File: config.mk
export PLATFORM = sky130hd
export DESIGN_NAME = haptic_pattern_sequencer_top
export DESIGN_NICKNAME = d
export VERILOG_FILES = /design/src/design/hps_pkg.sv /design/src/design/haptic_pattern_sequencer_top.sv
export SDC_FILE = /design/constraint.sdc
export NUM_CORES = 1
export LEC_CHECK = 0
export CAP_MARGIN = 10
export CORE_MARGIN = 2
export CORE_UTILIZATION = 30
export DETAILED_ROUTE_END_ITERATION = 7
export DONT_BUFFER_PORTS = 1
export GPL_ROUTABILITY_DRIVEN = 0
export PLACE_DENSITY_LB_ADDON = 0.3
export SLEW_MARGIN = 5
export SYNTH_ARGS = -nofsm -noshare
export SYNTH_HDL_FRONTEND = slang
export SYNTH_SLANG_ARGS = --single-unit
File: constraint.sdc
create_clock -name clk -period 7.23 [get_ports clk]
set_input_delay 0.3615 -clock clk [delete_from_list [all_inputs] [get_ports clk]]
set_output_delay 0.3615 -clock clk [all_outputs]
set_load 0.01 [all_outputs]
File: src/design/hps_pkg.sv
// Package for the haptic pattern sequencer: payload structs, op codes,
// status codes, mode codes and sequencer state encoding. No dependencies.
package hps_pkg;

  // Number of pattern table entries.
  localparam int MAX_PATTERNS = 8;

  typedef enum logic [1:0] {
    OP_TICK  = 2'd0,
    OP_WRITE = 2'd1,
    OP_START = 2'd2,
    OP_STOP  = 2'd3
  } op_t;

  localparam logic [3:0] ST_OK       = 4'd0;
  localparam logic [3:0] ST_MODE     = 4'd1;
  localparam logic [3:0] ST_RUN_MODE = 4'd2;
  localparam logic [3:0] ST_COUNT    = 4'd3;
  localparam logic [3:0] ST_PHASE    = 4'd4;
  localparam logic [3:0] ST_REPEAT   = 4'd5;
  localparam logic [3:0] ST_INTERVAL = 4'd6;
  localparam logic [3:0] ST_STEP     = 4'd7;
  localparam logic [3:0] ST_RAMPTYPE = 4'd8;
  localparam logic [3:0] ST_LEVEL    = 4'd9;

  localparam logic [2:0] REG_EXEC_MODE     = 3'd0;
  localparam logic [2:0] REG_RUN_MODE      = 3'd1;
  localparam logic [2:0] REG_RAMP_TYPE     = 3'd2;
  localparam logic [2:0] REG_START_LEVEL   = 3'd3;
  localparam logic [2:0] REG_LEVEL_STEP    = 3'd4;
  localparam logic [2:0] REG_RAMP_INTERVAL = 3'd5;
  localparam logic [2:0] REG_PATTERN_COUNT = 3'd6;

  localparam logic [1:0] EXEC_OFF   = 2'd0;
  localparam logic [1:0] EXEC_CONST = 2'd1;
  localparam logic [1:0] EXEC_UP    = 2'd2;
  localparam logic [1:0] EXEC_DOWN  = 2'd3;
  localparam logic [1:0] RUN_OFF     = 2'd0;
  localparam logic [1:0] RUN_ONCE    = 2'd1;
  localparam logic [1:0] RUN_RESTART = 2'd2;
  localparam logic [1:0] RUN_RSVD    = 2'd3;
  localparam logic [1:0] RAMP_OFF    = 2'd0;
  localparam logic [1:0] RAMP_WRAP   = 2'd1;
  localparam logic [1:0] RAMP_CLAMP  = 2'd2;
  localparam logic [1:0] RAMP_RSVD   = 2'd3;

  typedef struct packed {
    logic [1:0]  op;
    logic [2:0]  entry_index;
    logic [15:0] on_ms;
    logic [15:0] off_ms;
    logic [7:0]  repeat_count;
  } hps_in_t;

  typedef struct packed {
    logic        motor_on;
    logic [6:0]  duty_level;
    logic        running;
    logic [3:0]  status;
  } hps_out_t;

  typedef enum logic [7:0] {
    S_IDLE   = 8'b0000_0001,
    S_CHECK  = 8'b0000_0010,
    S_READ   = 8'b0000_0100,
    S_MUL    = 8'b0000_1000,
    S_FINAL  = 8'b0001_0000,
    S_TPHASE = 8'b0010_0000,
    S_TREST  = 8'b0100_0000,
    S_OUT    = 8'b1000_0000
  } state_t;

endpackage

File: src/design/haptic_pattern_sequencer_top.sv
// Haptic pattern sequencer top level: pattern table memory, start-check
// walker with a shared multiplier, and the millisecond tick sequencer. Uses hps_pkg.
//
// Steps from acceptance to result: a tick on a running sequence goes through table
// read, phase update, ramp/total and output; an idle tick, a write or a stop goes
// straight to output; a start checks, reads and multiplies each entry in turn, then
// runs the final checks and the output. One item at a time; ready is low while an
// item is in work and while a result waits, and comes back the cycle after the
// result is taken. The registered table read and the 16x8 multiply set these steps.
// Reset (synchronous, active high) clears the sequencer and registers to
// their defaults; the table itself holds undefined contents until written.
module haptic_pattern_sequencer_top
  import hps_pkg::*;
#(
  parameter int LEVEL_MAX            = 100,
  parameter int LEVEL_MIN            = 0,
  parameter int PHASE_MIN_MS         = 1,
  parameter int PHASE_MAX_MS         = 10000,
  parameter int RAMP_INTERVAL_MAX_MS = 10000
) (
  input  logic        clk,
  input  logic        rst,
  input  logic        in_valid,
  output logic        in_ready,
  input  hps_in_t     in_data,
  output logic        out_valid,
  input  logic        out_ready,
  output hps_out_t    out_data,
  input  logic        cfg_we,
  input  logic [2:0]  cfg_index,
  input  logic [15:0] cfg_data
);

  localparam int AW = (MAX_PATTERNS > 1) ? $clog2(MAX_PATTERNS) : 1;

  // Configuration registers.
  logic [1:0]  exec_mode, run_mode, ramp_type;
  logic [6:0]  start_level;
  logic [7:0]  level_step;
  logic [15:0] ramp_interval_ms;
  logic [3:0]  pattern_count;

  always_ff @(posedge clk) begin
    if (rst) begin
      exec_mode        <= EXEC_CONST;
      run_mode         <= RUN_ONCE;
      ramp_type        <= RAMP_WRAP;
      start_level      <= 7'd100;
      level_step       <= 8'd0;
      ramp_interval_ms <= 16'd0;
      pattern_count    <= 4'd1;
    end else if (cfg_we) begin
      case (cfg_index)
        REG_EXEC_MODE:     exec_mode        <= cfg_data[1:0];
        REG_RUN_MODE:      run_mode         <= cfg_data[1:0];
        REG_RAMP_TYPE:     ramp_type        <= cfg_data[1:0];
        REG_START_LEVEL:   start_level      <= cfg_data[6:0];
        REG_LEVEL_STEP:    level_step       <= cfg_data[7:0];
        REG_RAMP_INTERVAL: ramp_interval_ms <= cfg_data;
        REG_PATTERN_COUNT: pattern_count    <= cfg_data[3:0];
        default: ;
      endcase
    end
  end

  // Pattern table: {on, off, repeat}, one write and one registered read port.
  logic [39:0] table_mem [MAX_PATTERNS];
  logic [39:0] rd_data;
  logic [AW-1:0] rd_addr;

  state_t  state;
  logic    is_ramp;
  assign is_ramp = (exec_mode == EXEC_UP) || (exec_mode == EXEC_DOWN);

  always_ff @(posedge clk) begin
    if (in_valid && in_ready && in_data.op == OP_WRITE &&
        32'(in_data.entry_index) < MAX_PATTERNS)
      table_mem[in_data.entry_index[AW-1:0]] <=
        {in_data.on_ms, in_data.off_ms, in_data.repeat_count};
    rd_data <= table_mem[rd_addr];
  end

  logic [15:0] e_on, e_off;
  logic [7:0]  e_rep;
  assign e_on  = rd_data[39:24];
  assign e_off = rd_data[23:8];
  assign e_rep = rd_data[7:0];

  // Sequencer state.
  logic        in_on_phase, seq_running;
  logic [7:0]  cycle_counter;
  logic [3:0]  entry_pointer;
  logic [9:0]  ramp_level;
  logic [6:0]  applied_level;
  logic [15:0] phase_timer, ramp_timer, total_timer, total_duration;
  logic [3:0]  status;
  logic [3:0]  walk;
  logic [15:0] sum, mul_a;
  logic [7:0]  mul_b;
  logic        out_pending;

  logic entry_live;
  assign entry_live = (entry_pointer < pattern_count) &&
                      (32'(entry_pointer) < MAX_PATTERNS);

  // Address selection: walker index during start, entry pointer otherwise.
  always_comb begin
    if (state == S_CHECK || state == S_MUL)
      rd_addr = walk[AW-1:0];
    else
      rd_addr = entry_pointer[AW-1:0];
  end

  function automatic logic [9:0] clamp_pct(input logic [9:0] v);
    return (32'(v) > LEVEL_MAX) ? 10'(LEVEL_MAX) : v;
  endfunction

  // Full reset of the run state to idle.
  task automatic idle_all();
    in_on_phase   <= 1'b0;
    seq_running   <= 1'b0;
    cycle_counter <= '0;
    entry_pointer <= '0;
    ramp_level    <= 10'(LEVEL_MAX);
    applied_level <= 7'(LEVEL_MAX);
    phase_timer   <= '0;
    ramp_timer    <= '0;
    total_timer   <= '0;
  endtask

  logic        live0;
  logic [9:0]  lvl0;
  logic [16:0] phsum;
  logic [15:0] plen, ph_inc, rt_inc, tt_inc;
  logic [10:0] up_v;
  logic [9:0]  rl_next;
  assign live0  = (4'd0 < pattern_count) && (MAX_PATTERNS > 0);
  assign lvl0   = is_ramp ? {3'd0, start_level} : 10'(LEVEL_MAX);
  assign phsum  = {1'b0, e_on} + {1'b0, e_off};
  assign plen   = in_on_phase ? e_on : e_off;
  assign ph_inc = phase_timer + 16'd1;
  assign rt_inc = ramp_timer + 16'd1;
  assign tt_inc = total_timer + 16'd1;
  assign up_v   = {1'b0, ramp_level} + {3'd0, level_step};

  always_comb begin
    rl_next = ramp_level;
    if (exec_mode == EXEC_UP) begin
      if (32'(up_v) > LEVEL_MAX)
        rl_next = (ramp_type == RAMP_WRAP) ? {3'd0, start_level} : 10'(LEVEL_MAX);
      else
        rl_next = up_v[9:0];
    end else if (exec_mode == EXEC_DOWN) begin
      if (32'(ramp_level) < LEVEL_MIN + 32'(level_step))
        rl_next = (ramp_type == RAMP_WRAP) ? {3'd0, start_level} : 10'(LEVEL_MIN);
      else
        rl_next = ramp_level - {2'd0, level_step};
    end
  end

  assign in_ready  = (state == S_IDLE) && !out_pending;
  assign out_valid = out_pending;
  assign out_data  = '{motor_on: seq_running && in_on_phase,
                       duty_level: applied_level,
                       running: seq_running,
                       status: status};

  always_ff @(posedge clk) begin
    if (rst) begin
      state          <= S_IDLE;
      out_pending    <= 1'b0;
      total_duration <= '0;
      status         <= ST_OK;
      walk           <= '0;
      sum            <= '0;
      idle_all();
    end else begin
      if (out_valid && out_ready) out_pending <= 1'b0;
      case (state)
        S_IDLE: begin
          if (in_valid && in_ready) begin
            status <= ST_OK;
            case (in_data.op)
              OP_TICK:  state <= seq_running ? S_READ : S_OUT;
              OP_WRITE: state <= S_OUT;
              OP_STOP: begin
                idle_all();
                state <= S_OUT;
              end
              default: begin
                idle_all();
                walk  <= '0;
                sum   <= '0;
                state <= S_CHECK;
              end
            endcase
          end
        end
        S_CHECK: begin
          // Global checks on entry; the table read for walk issues meanwhile.
          if (walk == 4'd0 && exec_mode == EXEC_OFF) begin
            status <= ST_MODE; state <= S_OUT;
          end else if (walk == 4'd0 && (run_mode inside {RUN_OFF, RUN_RSVD})) begin
            status <= ST_RUN_MODE; state <= S_OUT;
          end else if (walk == 4'd0 &&
                       (pattern_count == 4'd0 || 32'(pattern_count) > MAX_PATTERNS)) begin
            status <= ST_COUNT; state <= S_OUT;
          end else if (walk == pattern_count || 32'(walk) >= MAX_PATTERNS) begin
            state <= S_FINAL;
          end else begin
            state <= S_MUL;
          end
        end
        S_MUL: begin
          if (32'(e_on) > PHASE_MAX_MS || 32'(e_on) < PHASE_MIN_MS ||
              32'(e_off) > PHASE_MAX_MS || 32'(e_off) < PHASE_MIN_MS) begin
            status <= ST_PHASE; state <= S_OUT;
          end else if (e_rep == 8'd0) begin
            status <= ST_REPEAT; state <= S_OUT;
          end else begin
            mul_a <= phsum[15:0];
            mul_b <= e_rep;
            state <= S_FINAL;
            walk  <= walk + 4'd1;
          end
        end
        S_FINAL: begin
          // Accumulate the last product, then either walk on or finish.
          if (mul_b != 8'd0) begin
            sum   <= sum + 16'(mul_a * mul_b);
            mul_b <= 8'd0;
            state <= S_CHECK;
          end else if (is_ramp && (ramp_interval_ms == 16'd0 ||
                       32'(ramp_interval_ms) > RAMP_INTERVAL_MAX_MS)) begin
            status <= ST_INTERVAL; state <= S_OUT;
          end else if (is_ramp && 32'(level_step) > PHASE_MAX_MS) begin
            status <= ST_STEP; state <= S_OUT;
          end else if (is_ramp && (ramp_type inside {RAMP_OFF, RAMP_RSVD})) begin
            status <= ST_RAMPTYPE; state <= S_OUT;
          end else if (is_ramp && (32'(start_level) > LEVEL_MAX ||
                                   32'(start_level) < LEVEL_MIN)) begin
            status <= ST_LEVEL; state <= S_OUT;
          end else begin
            total_duration <= sum;
            seq_running    <= 1'b1;
            ramp_level     <= lvl0;
            in_on_phase    <= live0;
            applied_level  <= 7'(clamp_pct(lvl0));
            state          <= S_OUT;
          end
        end
        S_READ: state <= S_TPHASE;
        S_TPHASE: begin
          if (entry_live) begin
            if (ph_inc >= plen) begin
              phase_timer <= '0;
              if (in_on_phase) begin
                in_on_phase <= 1'b0;
                if (cycle_counter != 8'hFF) cycle_counter <= cycle_counter + 8'd1;
              end else if (cycle_counter >= e_rep) begin
                entry_pointer <= entry_pointer + 4'd1;
                cycle_counter <= '0;
                if ((entry_pointer + 4'd1) < pattern_count &&
                    32'(entry_pointer + 4'd1) < MAX_PATTERNS) begin
                  in_on_phase   <= 1'b1;
                  applied_level <= 7'(clamp_pct(ramp_level));
                end
              end else begin
                in_on_phase   <= 1'b1;
                applied_level <= 7'(clamp_pct(ramp_level));
              end
            end else begin
              phase_timer <= ph_inc;
            end
          end else begin
            in_on_phase <= 1'b0;
          end
          state <= S_TREST;
        end
        S_TREST: begin
          if (tt_inc >= total_duration) begin
            if (run_mode == RUN_RESTART) begin
              // Restart from the first entry with the stored total.
              in_on_phase   <= live0;
              seq_running   <= 1'b1;
              cycle_counter <= '0;
              entry_pointer <= '0;
              ramp_level    <= lvl0;
              applied_level <= 7'(clamp_pct(lvl0));
              phase_timer   <= '0;
              ramp_timer    <= '0;
              total_timer   <= '0;
            end else begin
              idle_all();
            end
          end else begin
            total_timer <= tt_inc;
            if (is_ramp) begin
              if (rt_inc >= ramp_interval_ms) begin
                ramp_timer <= '0;
                ramp_level <= rl_next;
              end else begin
                ramp_timer <= rt_inc;
              end
            end
          end
          state <= S_OUT;
        end
        S_OUT: begin
          out_pending <= 1'b1;
          state       <= S_IDLE;
        end
        default: state <= S_IDLE;
      endcase
    end
  end

  // A result is only raised from the output step.
  assert property (@(posedge clk) disable iff (rst)
    $rose(out_pending) |-> $past(state) == S_OUT)
    else $error("result raised outside output step");
  // No new item is accepted while a result is held.
  assert property (@(posedge clk) disable iff (rst)
    out_pending |-> !in_ready)
    else $error("item accepted while result pending");
  // The motor is never driven with the sequence stopped.
  assert property (@(posedge clk) disable iff (rst)
    out_data.motor_on |-> out_data.running)
    else $error("motor on while idle");
  // A non-zero status leaves the sequence idle.
  assert property (@(posedge clk) disable iff (rst)
    (out_pending && status != ST_OK) |-> !seq_running)
    else $error("running after failed start");

endmodule

* Yosys cells after proc, flatten, opt, wreduce, memory -nomap -nowiden
Memory sizes are Yosys's and may differ from the RTL's. A register that Yosys moved wholly into a read port is not among the register bits.
Cells that the tools add are included.
** Operators by class
- Magnitude comparators :: 21
- Bitwise gates (word level) :: 7
- Mux-type cells :: 125
- Add/sub/neg operators :: 11
- Shifts and indexed selects :: 0
- Div/mod/pow operators :: 0
- $mul :: 1
- Equality and inequality tests :: 49
- Reductions and logical operators :: 68
** Operator list (number)
- $mux W16 :: 13
- $mux W8 :: 19
- $mux W7 :: 19
- $mux W10 :: 13
- $pmux W16 S2 :: 3
- $mux W4 :: 21
- $pmux W8 S7 :: 1
- $add A16 B1 Y16 const B :: 3
- $ge A16 B16 Y1 :: 3
- $gt A16 B14 Y1 const B :: 3
- $pmux W16 S3 :: 1
- $add A16 B16 Y16 :: 2
- $lt A16 B1 Y1 const B :: 2
- $pmux W8 S2 :: 2
- $ne A2 B2 Y1 const B :: 15
- $pmux W10 S3 :: 1
- $pmux W7 S4 :: 1
- $pmux W8 S3 :: 1
- $reduce_and A8 Y1 :: 3
- $mux W1 :: 23
- $reduce_and A5 Y1 :: 4
- $ne A3 B3 Y1 const B :: 6
- $logic_not A16 Y1 :: 1
- $mul A16 B8 Y16 :: 1
- 62 further kinds :: 121
** Storage, ports and cells
- Bits in read-only memories :: 0
- Memories kept :: 1
- Memory bits (writable) :: 320
- Register bits after elaboration :: 193
- Latch bits :: 0
** Memories
- table_mem :: depth 8, bits a word 40, read ports 1, clocked after Yosys merged registers in 1, wr ports 1, RTL line haptic_pattern_sequencer_top.sv:67 : logic [39:0] table_mem [MAX_PATTERNS];

* Logic depth before layout (Yosys ltp)
Gate-level depths: netlist of the first run.
- Depth after elaboration :: 10
- Gate-level depth with buffers :: 19
- Gate-level depth less buffers :: 18

* Least setup slack after synthesis of the first run
OpenSTA, ideal clock, no wires.
- Kind :: register -> register
- From :: reg state[1]
- To :: mem table_mem[1][0] (enable)
- Cell stages (with the launch flop) :: 8
- Data arrival time :: 4.413 ns
- Setup time :: 0.487 ns
- Path slack :: 2.329 ns
- Period minus slack after synthesis :: 4.901 ns
- Cell sequence :: dfxtp_1 -> or4_4 -> nor3_1 -> and2_1 -> nand2_1 -> nor2_1 -> nand3_1 -> nor3_1
** Between the ends
- Word-level cells in the longest chain between the ends :: 6
** RTL lines
- from (decl) :: RTL line haptic_pattern_sequencer_top.sv:71 : state_t state;
- from (signal assigned) :: RTL line haptic_pattern_sequencer_top.sv:184 : OP_TICK: state <= seq_running ? S_READ : S_OUT;
- $eq A8 B1 Y1 :: RTL line haptic_pattern_sequencer_top.sv:161 : assign in_ready = (state == S_IDLE) && !out_pending;
- $logic_and A1 B1 Y1 :: RTL line haptic_pattern_sequencer_top.sv:161
- $logic_and A1 B1 Y1 (2 in series) :: RTL line haptic_pattern_sequencer_top.sv:76 : if (in_valid && in_ready && in_data.op == OP_WRITE &&
- $mux W1 :: RTL line haptic_pattern_sequencer_top.sv:76
- $mux W1 (implied by the code) :: RTL line haptic_pattern_sequencer_top.sv:78 : table_mem[in_data.entry_index[AW-1:0]] <=
- to (decl) :: RTL line haptic_pattern_sequencer_top.sv:67
No other way between the ends.

* Worst setup path after layout of the first run
- From :: reg mul_b[0]
- To :: reg sum[15]
** Between the ends
- Word-level cells in the longest chain between the ends :: 4
** RTL lines
- from (decl) :: RTL line haptic_pattern_sequencer_top.sv:99 : logic [7:0] mul_b;
- from (signal assigned) :: RTL line haptic_pattern_sequencer_top.sv:222 : mul_b <= e_rep;
- $mul A16 B8 Y16 :: RTL line haptic_pattern_sequencer_top.sv:230 : sum <= sum + 16'(mul_a * mul_b);
- $add A16 B16 Y16 :: RTL line haptic_pattern_sequencer_top.sv:230
- $mux W16 :: RTL line haptic_pattern_sequencer_top.sv:229 : if (mul_b != 8'd0) begin
- $pmux W16 S2 :: RTL line haptic_pattern_sequencer_top.sv:179 : case (state)
- to (signal assigned) :: RTL line haptic_pattern_sequencer_top.sv:230
- to (decl) :: RTL line haptic_pattern_sequencer_top.sv:98 : logic [15:0] sum, mul_a;
Parallel ways exist; a longest one is shown, timed or not. The select of a mux whose other input is x is not followed.
A chain may end at the register's enable or synchronous reset.

==> metrics.log, run 1 <==
[metrics] run status: completed
[metrics] count of hold buffers inserted by post-cts repair: 66
[metrics] number of failing setup endpoints in the final timing report: 0
[metrics] switching part of the total: 25.61%
[metrics] final hold violation count: 0
[metrics] Critical Path Fanout Max: 17
[metrics] DIE AREA: just under 100,000 µm²
[metrics] P_sw: ~0.0019 W
[metrics] share of total power in sequential cells: between 40% and 50%
[metrics] Max Clock Skew: between 0.05 and 0.06 ns
[metrics] tightest hold margin: 0.03874 ns
[metrics] Via-to-Cell Ratio: ~5.0
[metrics] number of buffers on the longest clock path: 3
[metrics] most used flip-flop cell after synthesis: edfxtp_1
[metrics] start point of the worst hold path: rst
[metrics] clock share of power: between 40 and 50%
[metrics] arrival time at the worst endpoint: roughly 5.6 ns
[metrics] pin count of the biggest net entering global routing: ~150
[metrics] share of cells above drive strength 1: under 10%
[metrics] global-route wire length before repair: 109,700 µm
[metrics] initial antenna violation count: 3
[metrics] DRC violations left: 0
[metrics] cell internal pwr: approximately 0.0055 W
[metrics] Boundary Pins: between 80 and 90
[metrics] nets@finish: approximately 2,800
[metrics] Highest Clock Rate: around 190 MHz
[metrics] number of resized instances in the post-cts repair step: 0
[metrics] aggregate routed wire length: roughly 70,000 µm
[metrics] number of cells traversed by the worst register-to-register path: 17
[metrics] yosys warns: 0
[metrics] H-tree Lvls: 2
[metrics] floorplan die height: 313.3 µm
[metrics] clock insertion delay at the later pin of the skew report: roughly 0.65 ns
[metrics] maximum capacitance violations: 0
[metrics] Tmin final: 5.191 ns
[metrics] Syn Area/Cell: ~12 µm²
[metrics] via total after detailed routing: ~19,000
[metrics] type of the tightest min-delay check: primary input to register
[metrics] floorplan core area: 94,870 µm²
[metrics] number of synthesized flops with an enable pin: ~340
[metrics] number of fill cells in the layout: 9,243
[metrics] net count of the mapped netlist: 2,696
[metrics] die width: ~310 µm
[metrics] WP data required: roughly 7.7 ns
[metrics] proportion of synthesized flip-flops having asynchronous set or reset: 0%
[metrics] commonest non-fill, non-tap cells in the layout: edfxtp_1, dfxtp_1, inv_1
[metrics] Post-CTS Setup Bufs: 0
[metrics] DRC marker count from the first detailed-route iteration: roughly 1,200
[metrics] worst reg2reg startpoint: mul_b[0]$_SDFFCE_PP0P_
[metrics] CTS sink count: 553
[metrics] overall global routing resource usage: between 10 and 15%
[metrics] ANT nets after route: 0
[metrics] worst voltage drop across the vdd grid: approximately 210 µV
[metrics] clock buffers created by TritonCTS: 61
[metrics] CTS tree: yes
[metrics] setup ws final: 2.039 ns
[metrics] kind of capture point of the worst setup path: register
[metrics] Layout Utilization: 34.62%
[metrics] via count of the first global-routing pass: around 19,000
[metrics] commonest non-fill, non-tap cell in the layout: edfxtp_1
[metrics] layout-stage area growth over the synthesis result: 14.44%
[metrics] Leak: between 10 and 15 nW
[metrics] final total negative setup slack: 0 ns
[metrics] cell count of the worst hold path: 3
[metrics] effective utilization at floorplan: a little under a third
[metrics] portion of the clock cycle consumed by the worst path in the final layout: 71.80%
[metrics] type of the worst setup path: register to register
[metrics] IO buf count: 0
[metrics] dpl hpwl: approximately 48,000 µm
[metrics] average wire per standard cell: 18.42 µm
[metrics] buffer cell driving the clock tree root: clkbuf_16
[metrics] share of synthesized area occupied by flip-flops and latches: 50.58%
[metrics] gate count after technology mapping: roughly 2,400
[metrics] pwr/cell area: around 230 nW/µm²
[metrics] sort of element at the start of the critical path: register
[metrics] standard-cell rows: between 100 and 150
[metrics] Netlist Area Pre-Place: approximately 29,000 µm²
[metrics] worst-case setup slack after placement: between 2 and 2.5 ns
[metrics] Final Instance Count excl. Fillers: 3,797
[metrics] fraction of power consumed by combinational cells: 10.7%
[metrics] # placed instances: 3,613
[metrics] worst-case headroom to the max-slew limit: a little over a fifth
[metrics] Worst Tran Pin Value: ~1.2 ns
[metrics] number of optimization iterations in the first detailed-route pass: 5
[metrics] Synth cell types: just under 90
[metrics] number of synthesized register bits: between 500 and 600
[metrics] final global-route overflow total: 0
[metrics] pins over their slew limit: 0
[metrics] clock slew seen by the registers of the worst setup and hold paths: 0.06 ns
[metrics] setup repair after global routing missed its margin: no
[metrics] startpoint of the most critical setup path: mul_b[0]$_SDFFCE_PP0P_
==> per-stage QoR <==
step / area (µm²) / power (W)
detailed placement: 30090 / 0.004285
CTS: 32820 / 0.007521
floorplan: 28700 / 0.004079
global placement: 30090 / 0.004276
global route: 32840 / 0.007740
finish: 32840 / 0.007431
==> final timing paths <==
kind                                                     endpoint  slack, ns
worst max register to register               sum[15]$_SDFFE_PP0P_       2.04
worst min register to register  ramp_interval_ms[14]$_SDFFE_PP0P_       0.46
worst max-delay path                         sum[15]$_SDFFE_PP0P_       2.04
worst min-delay path                   ramp_timer[9]$_SDFFE_PP0P_       0.04
==> Yosys cell counts, drive strengths merged (49+ instances only) <==
master  number  share of area [%]
edfxtp     344                 36
dfxtp      209                 15
inv        194                2.5
nor2       183                2.4
nand2      178                2.4
a21oi      132                2.3
ha         127                5.5
o21ai       99                1.7
mux4        80                6.9
fa          77                5.4
clkbuf      73               0.95
and2        67                1.5
nand3       52               0.91
xnor2       49                1.5
==> flip-flops by register name, indices dropped and copies added, names as in the netlist, 10 cells and up <==
signal            cells
phase_timer          16
total_timer          16
mul_a                16
ramp_interval_ms     16
total_duration       16
table_mem           320
rd_data              40
ramp_level           10
sum                  16
ramp_timer           16
==> layout make-up <==
class / count / area [µm²] / area share, %
diodes: 2 / 5.005 / 0.01524
clock buffers: 70 / 1580 / 4.812
clock inverters: 44 / 471.7 / 1.436
inverters: 194 / 728.2 / 2.217
multi-input cells: 1581 / 13110 / 39.90
flip-flops and latches: 553 / 14510 / 44.19
well taps: 1265 / 1583 / 4.819
repair buffers: 88 / 855.8 / 2.606
==> power groups by stage <==
stage	logic (W)	clock network [W]	registers [W]
after floorplan	0.000560	0	0.00352
after CTS	0.000789	0.00323	0.00350
final	0.000792	0.00314	0.00350
after global routing	0.000876	0.00336	0.00351
after detailed placement	0.000715	0	0.00357
after global placement	0.000708	0	0.00357
==> critical path, stage by stage (launching register included) <==
cell and delay (ns):
edfxtp_1 0.69, nand2_1 0.14, fa_1 0.51, inv_1 0.05
fa_1 0.45, ha_1 0.29, inv_1 0.05, fa_1 0.52
inv_1 0.07, fa_1 0.46, a21oi_1 0.20, o21ai_0 0.20
o41ai_1 0.43, o21ai_0 0.24, o41ai_1 0.40, xnor2_1 0.13
a22oi_1 0.16, nor2_1 0.06
==> per-layer routing <==
layer,global-route usage (%),vias to the layer above,routed length [µm]
li1,-,8972,-
met1,17.93,9405,30280
met2,24.67,434,34600
met3,2.468,98,3457
met4,3.860,0,1611
met5,0,-,0
==> logic make-up (layout without fill, tap and decap cells) <==
family / after synthesis / count (layout) / synth area share [%]
mux: 168 / 168 / 10.16
fa+ha+maj: 204 / 204 / 10.91
compound gates: 404 / 404 / 8.995
simple gates: 712 / 712 / 12.47
flops: 553 / 553 / 50.58
other cells: 0 / 2 / 0
buf+inv: 289 / 396 / 4.059
xor+xnor: 93 / 93 / 2.838
No activity file was read; power rests on OpenSTA's default activity.
==> run 2: changes to the inputs <==
- clock period: 7.23 -> 4.35 ns (I/O delays scaled with it)
==> metrics.log, run 2 (synthesis results as in run 1) <==
[metrics] Boundary Pins: 84 (unchanged)
[metrics] maximum cell stage delay along the critical path: 0.55 ns (was 0.69 ns)
[metrics] Bufs and invs on worst path: 4 (was 3)
[metrics] clock buffers created by TritonCTS: 61 (unchanged)
[metrics] standard-cell rows: 113 (unchanged)
[metrics] WP data required: 4.86 ns (was 7.68 ns)
[metrics] Critical Path Stages: 16 (was 17)
[metrics] post-route cell area: 35,310 µm² (was 32,840 µm²)
[metrics] Register-to-Register Setup Slack: -0.04 ns (was 2.04 ns)
[metrics] setup repair after global routing missed its margin: yes (was no)
[metrics] number of failing setup endpoints in the final timing report: 2 (was 0)
[metrics] most used routing layer: met2 (unchanged)
[metrics] buffer cell driving the clock tree root: clkbuf_16 (unchanged)
[metrics] DRC marker count from the first detailed-route iteration: 1,357 (was 1,227)
[metrics] sort of element at the start of the critical path: register (unchanged)
[metrics] overall global routing resource usage: 14.72% (was 14.12%)
[metrics] average wire per standard cell: 18.17 µm (was 18.42 µm)
[metrics] Critical Path Fanout Max: 8 (was 17)
[metrics] # placed instances: 3,696 (was 3,613)
[metrics] cell internal pwr: 0.009410 W (was 0.005528 W)
[metrics] worst voltage drop across the vdd grid: 307.5 µV (was 210.1 µV)
[metrics] global-route wire length before repair: 114,800 µm (was 109,700 µm)
[metrics] final hold violation count: 38 (was 0)
[metrics] start point of the worst hold path: rst (unchanged)
[metrics] commonest non-fill, non-tap cells in the layout: edfxtp_1, dfxtp_1, inv_1 (unchanged)
[metrics] initial antenna violation count: 0 (was 3)
[metrics] IO buf count: 0 (unchanged)
[metrics] Tmin final: 4.387 ns (was 5.191 ns)
[metrics] global routing usage on met2: 25.61% (was 24.67%)
[metrics] clock slew seen by the registers of the worst setup and hold paths: 0.07 ns (was 0.06 ns)
[metrics] worst-case headroom to the max-slew limit: 34.16% (was 21.53%)
[metrics] die width: 313.3 µm (unchanged)
[metrics] H-tree Lvls: 2 (unchanged)
[metrics] clock share of power: 42.5% (was 42.2%)
[metrics] switching part of the total: 25.15% (was 25.61%)
[metrics] floorplan core area: 94,870 µm² (unchanged)
[metrics] DIE AREA: 98,150 µm² (unchanged)
[metrics] share of total power in sequential cells: 46.2% (was 47.1%)
[metrics] failing checks: negative hold slack, negative setup slack
[metrics] DRC violations left: 0 (unchanged)
[metrics] met1 Use GR: 18.94% (was 17.93%)
[metrics] run status: finished with violations (was completed)
[metrics] GR Layer Usage met3: 1.872% (was 2.468%)
[metrics] critical-path cell list: buf_4, and2_1, fa_2, fa_1, fa_1, inv_1, fa_1, inv_2, ha_4, buf_4, nor2_1, or4_4, a31oi_4, xor2_1, a22oi_1, nor2_1 (was nand2_1, fa_1, inv_1, fa_1, ha_1, inv_1, fa_1, inv_1, fa_1, a21oi_1, o21ai_0, o41ai_1, o21ai_0, o41ai_1, xnor2_1, a22oi_1, nor2_1)
[metrics] Highest Clock Rate: 228.0 MHz (was 192.6 MHz)
[metrics] share of cells above drive strength 1: 15.26% (was 8.972%)
[metrics] dpl hpwl: 48,610 µm (was 47,670 µm)
[metrics] CP top delay family: adder cells (unchanged)
[metrics] worst reg2reg startpoint: mul_a[6]$_DFFE_PP_ (was mul_b[0]$_SDFFCE_PP0P_)
[metrics] Final Instance Count excl. Fillers: 4,006 (was 3,797)
[metrics] pin count of the biggest net entering global routing: 155 (was 146)
[metrics] maximum capacitance violations: 0 (unchanged)
[metrics] P_sw: 0.003161 W (was 0.001903 W)
[metrics] Worst Tran Pin Value: 0.9840 ns (was 1.172 ns)
[metrics] commonest non-fill, non-tap cell in the layout: edfxtp_1 (unchanged)
[metrics] kind of capture point of the worst setup path: register (unchanged)
[metrics] CTS sink count: 553 (unchanged)
[metrics] pins over their slew limit: 0 (unchanged)
[metrics] Worst Hold Path EP: ramp_level[9]$_SDFFE_PP0P_ (was ramp_timer[9]$_SDFFE_PP0P_)
[metrics] floorplan die height: 313.3 µm (unchanged)
[metrics] ANT nets after route: 0 (unchanged)
[metrics] cell count of the worst hold path: 1 (was 3)
[metrics] arrival time at the worst endpoint: 4.90 ns (was 5.64 ns)
[metrics] type of the tightest min-delay check: primary input to register (unchanged)
[metrics] number of optimization iterations in the first detailed-route pass: 5 (unchanged)
[metrics] pwr/cell area: 356.0 nW/µm² (was 226.3 nW/µm²)
[metrics] Max Clock Skew: 0.04794 ns (was 0.05563 ns)
[metrics] number of buffers on the longest clock path: 3 (unchanged)
[metrics] type of the worst setup path: register to register (unchanged)
[metrics] Via-to-Cell Ratio: 4.919 (was 4.980)
[metrics] CTS tree: yes (unchanged)
[metrics] aggregate routed wire length: 72,800 µm (was 69,960 µm)
[metrics] final total negative setup slack: -0.06309 ns (was 0 ns)
[metrics] setup ws final: -0.03678 ns (was 2.039 ns)
[metrics] via total after detailed routing: 19,704 (was 18,909)
[metrics] Leak: 13.61 nW (was 12.21 nW)
[metrics] tightest hold margin: -0.2463 ns (was 0.03874 ns)
[metrics] layout-stage area growth over the synthesis result: 23.05% (was 14.44%)
[metrics] final global-route overflow total: 0 (unchanged)
[metrics] via count of the first global-routing pass: 20,239 (was 19,139)
[metrics] effective utilization at floorplan: 30.25% (unchanged)
[metrics] Most Frequent Cell on Critical Path: fa_1 (unchanged)
[metrics] portion of the clock cycle consumed by the worst path in the final layout: 100.8% (was 71.80%)
[metrics] nets@finish: 2,960 (was 2,752)
[metrics] power after layout: 0.01257 W (was 0.007431 W)
[metrics] area of placed instances: 30,930 µm² (was 30,090 µm²)
[metrics] endpoint of the most critical register-to-register path: sum[14]$_SDFFE_PP0P_ (was sum[15]$_SDFFE_PP0P_)
[metrics] clock insertion delay at the later pin of the skew report: 0.65 ns (about the same)
[metrics] max FFs per register: 320 (unchanged)
[metrics] number of cells traversed by the worst register-to-register path: 16 (was 17)
[metrics] Slowest cell on crit path: or4_4 (was edfxtp_1)
[metrics] fraction of power consumed by combinational cells: 11.3% (was 10.7%)
[metrics] worst-case setup slack after placement: -0.3024 ns (was 2.083 ns)
[run 2: cell count changes in the layout (fill, tap and decap cells not counted), moves of 11 or more]
cell           previous run  this run
buf_12                    1        14
buf_4                    19       103
buf_6                     0        13
dlygate4sd3_1            66       165
ha_1                    127       112
ha_4                      0        11
[run 2: layout make-up]
cell class / instances / area (µm²)
well taps: 1265 / 1583
multi-input cells: 1581 / 13510
inverters: 194 / 728.2
clock inverters: 36 / 409.1
clock buffers: 80 / 1702
repair buffers: 296 / 2856
diodes: 1 / 2.502
flip-flops and latches: 553 / 14520
fillers: 9049 / 59560
[run 2: how the worst max path moves through the flow]
stage | from | to | slack (ns)
2_1_floorplan | mul_b[1]$_SDFFCE_PP0P_ | sum[15]$_SDFFE_PP0P_ | 0.02
6_report | mul_a[6]$_DFFE_PP_ | sum[14]$_SDFFE_PP0P_ | -0.04
4_1_cts | mul_b[1]$_SDFFCE_PP0P_ | sum[14]$_SDFFE_PP0P_ | 0.002
5_1_grt | mul_b[0]$_SDFFCE_PP0P_ | sum[14]$_SDFFE_PP0P_ | -0.20
3_5_place_dp | mul_a[2]$_DFFE_PP_ | sum[15]$_SDFFE_PP0P_ | -0.30
3_3_place_gp | mul_a[3]$_DFFE_PP_ | sum[15]$_SDFFE_PP0P_ | -0.30
[run 2: power groups by stage]
stage	Combinational, W	Clock, W	Sequential, W
4_1_cts	0.00139	0.00546	0.00581
5_1_grt	0.00156	0.00569	0.00582
3_3_place_gp	0.00126	0	0.00592
2_1_floorplan	0.000931	0	0.00585
6_report	0.00142	0.00534	0.00581
3_5_place_dp	0.00127	0	0.00593
[run 2: metrics by stage]
stage / hold WS, ns / util, %
after detailed placement: 0.2966 / 32.60
after global routing: -0.3150 / 37.22
after global placement: 0.2980 / 32.60
after floorplan: 0.3164 / -
after CTS: -0.3568 / 36.84
final: -0.2463 / 37.22
[run 2: routing by layer]
layer  up-vias  wire, µm
met3       120      2696
met2       367     35890
met4         0      2205
li1       9388         -
met1      9829     32010
met5         -         0
[run 2: what timing repair did]
item                       in CTS  in global routing
setup endpoints to repair       4                 47
cloned                          0                  1
hold endpoints to repair      514                 47
pin swaps                      57                 14
buffers inserted               20                  8
hold buffers                  158                  7
gates resized for setup        44                 51
[run 2: worst register-to-register path, cell delays in order (launching register included)]
cell and delay, ns:
edfxtp_1 0.50, buf_4 0.19, and2_1 0.16, fa_2 0.54, fa_1 0.42, fa_1 0.49, inv_1 0.05, fa_1 0.44
inv_2 0.08, ha_4 0.19, buf_4 0.13, nor2_1 0.05, or4_4 0.55, a31oi_4 0.21, xor2_1 0.08, a22oi_1 0.15
nor2_1 0.06
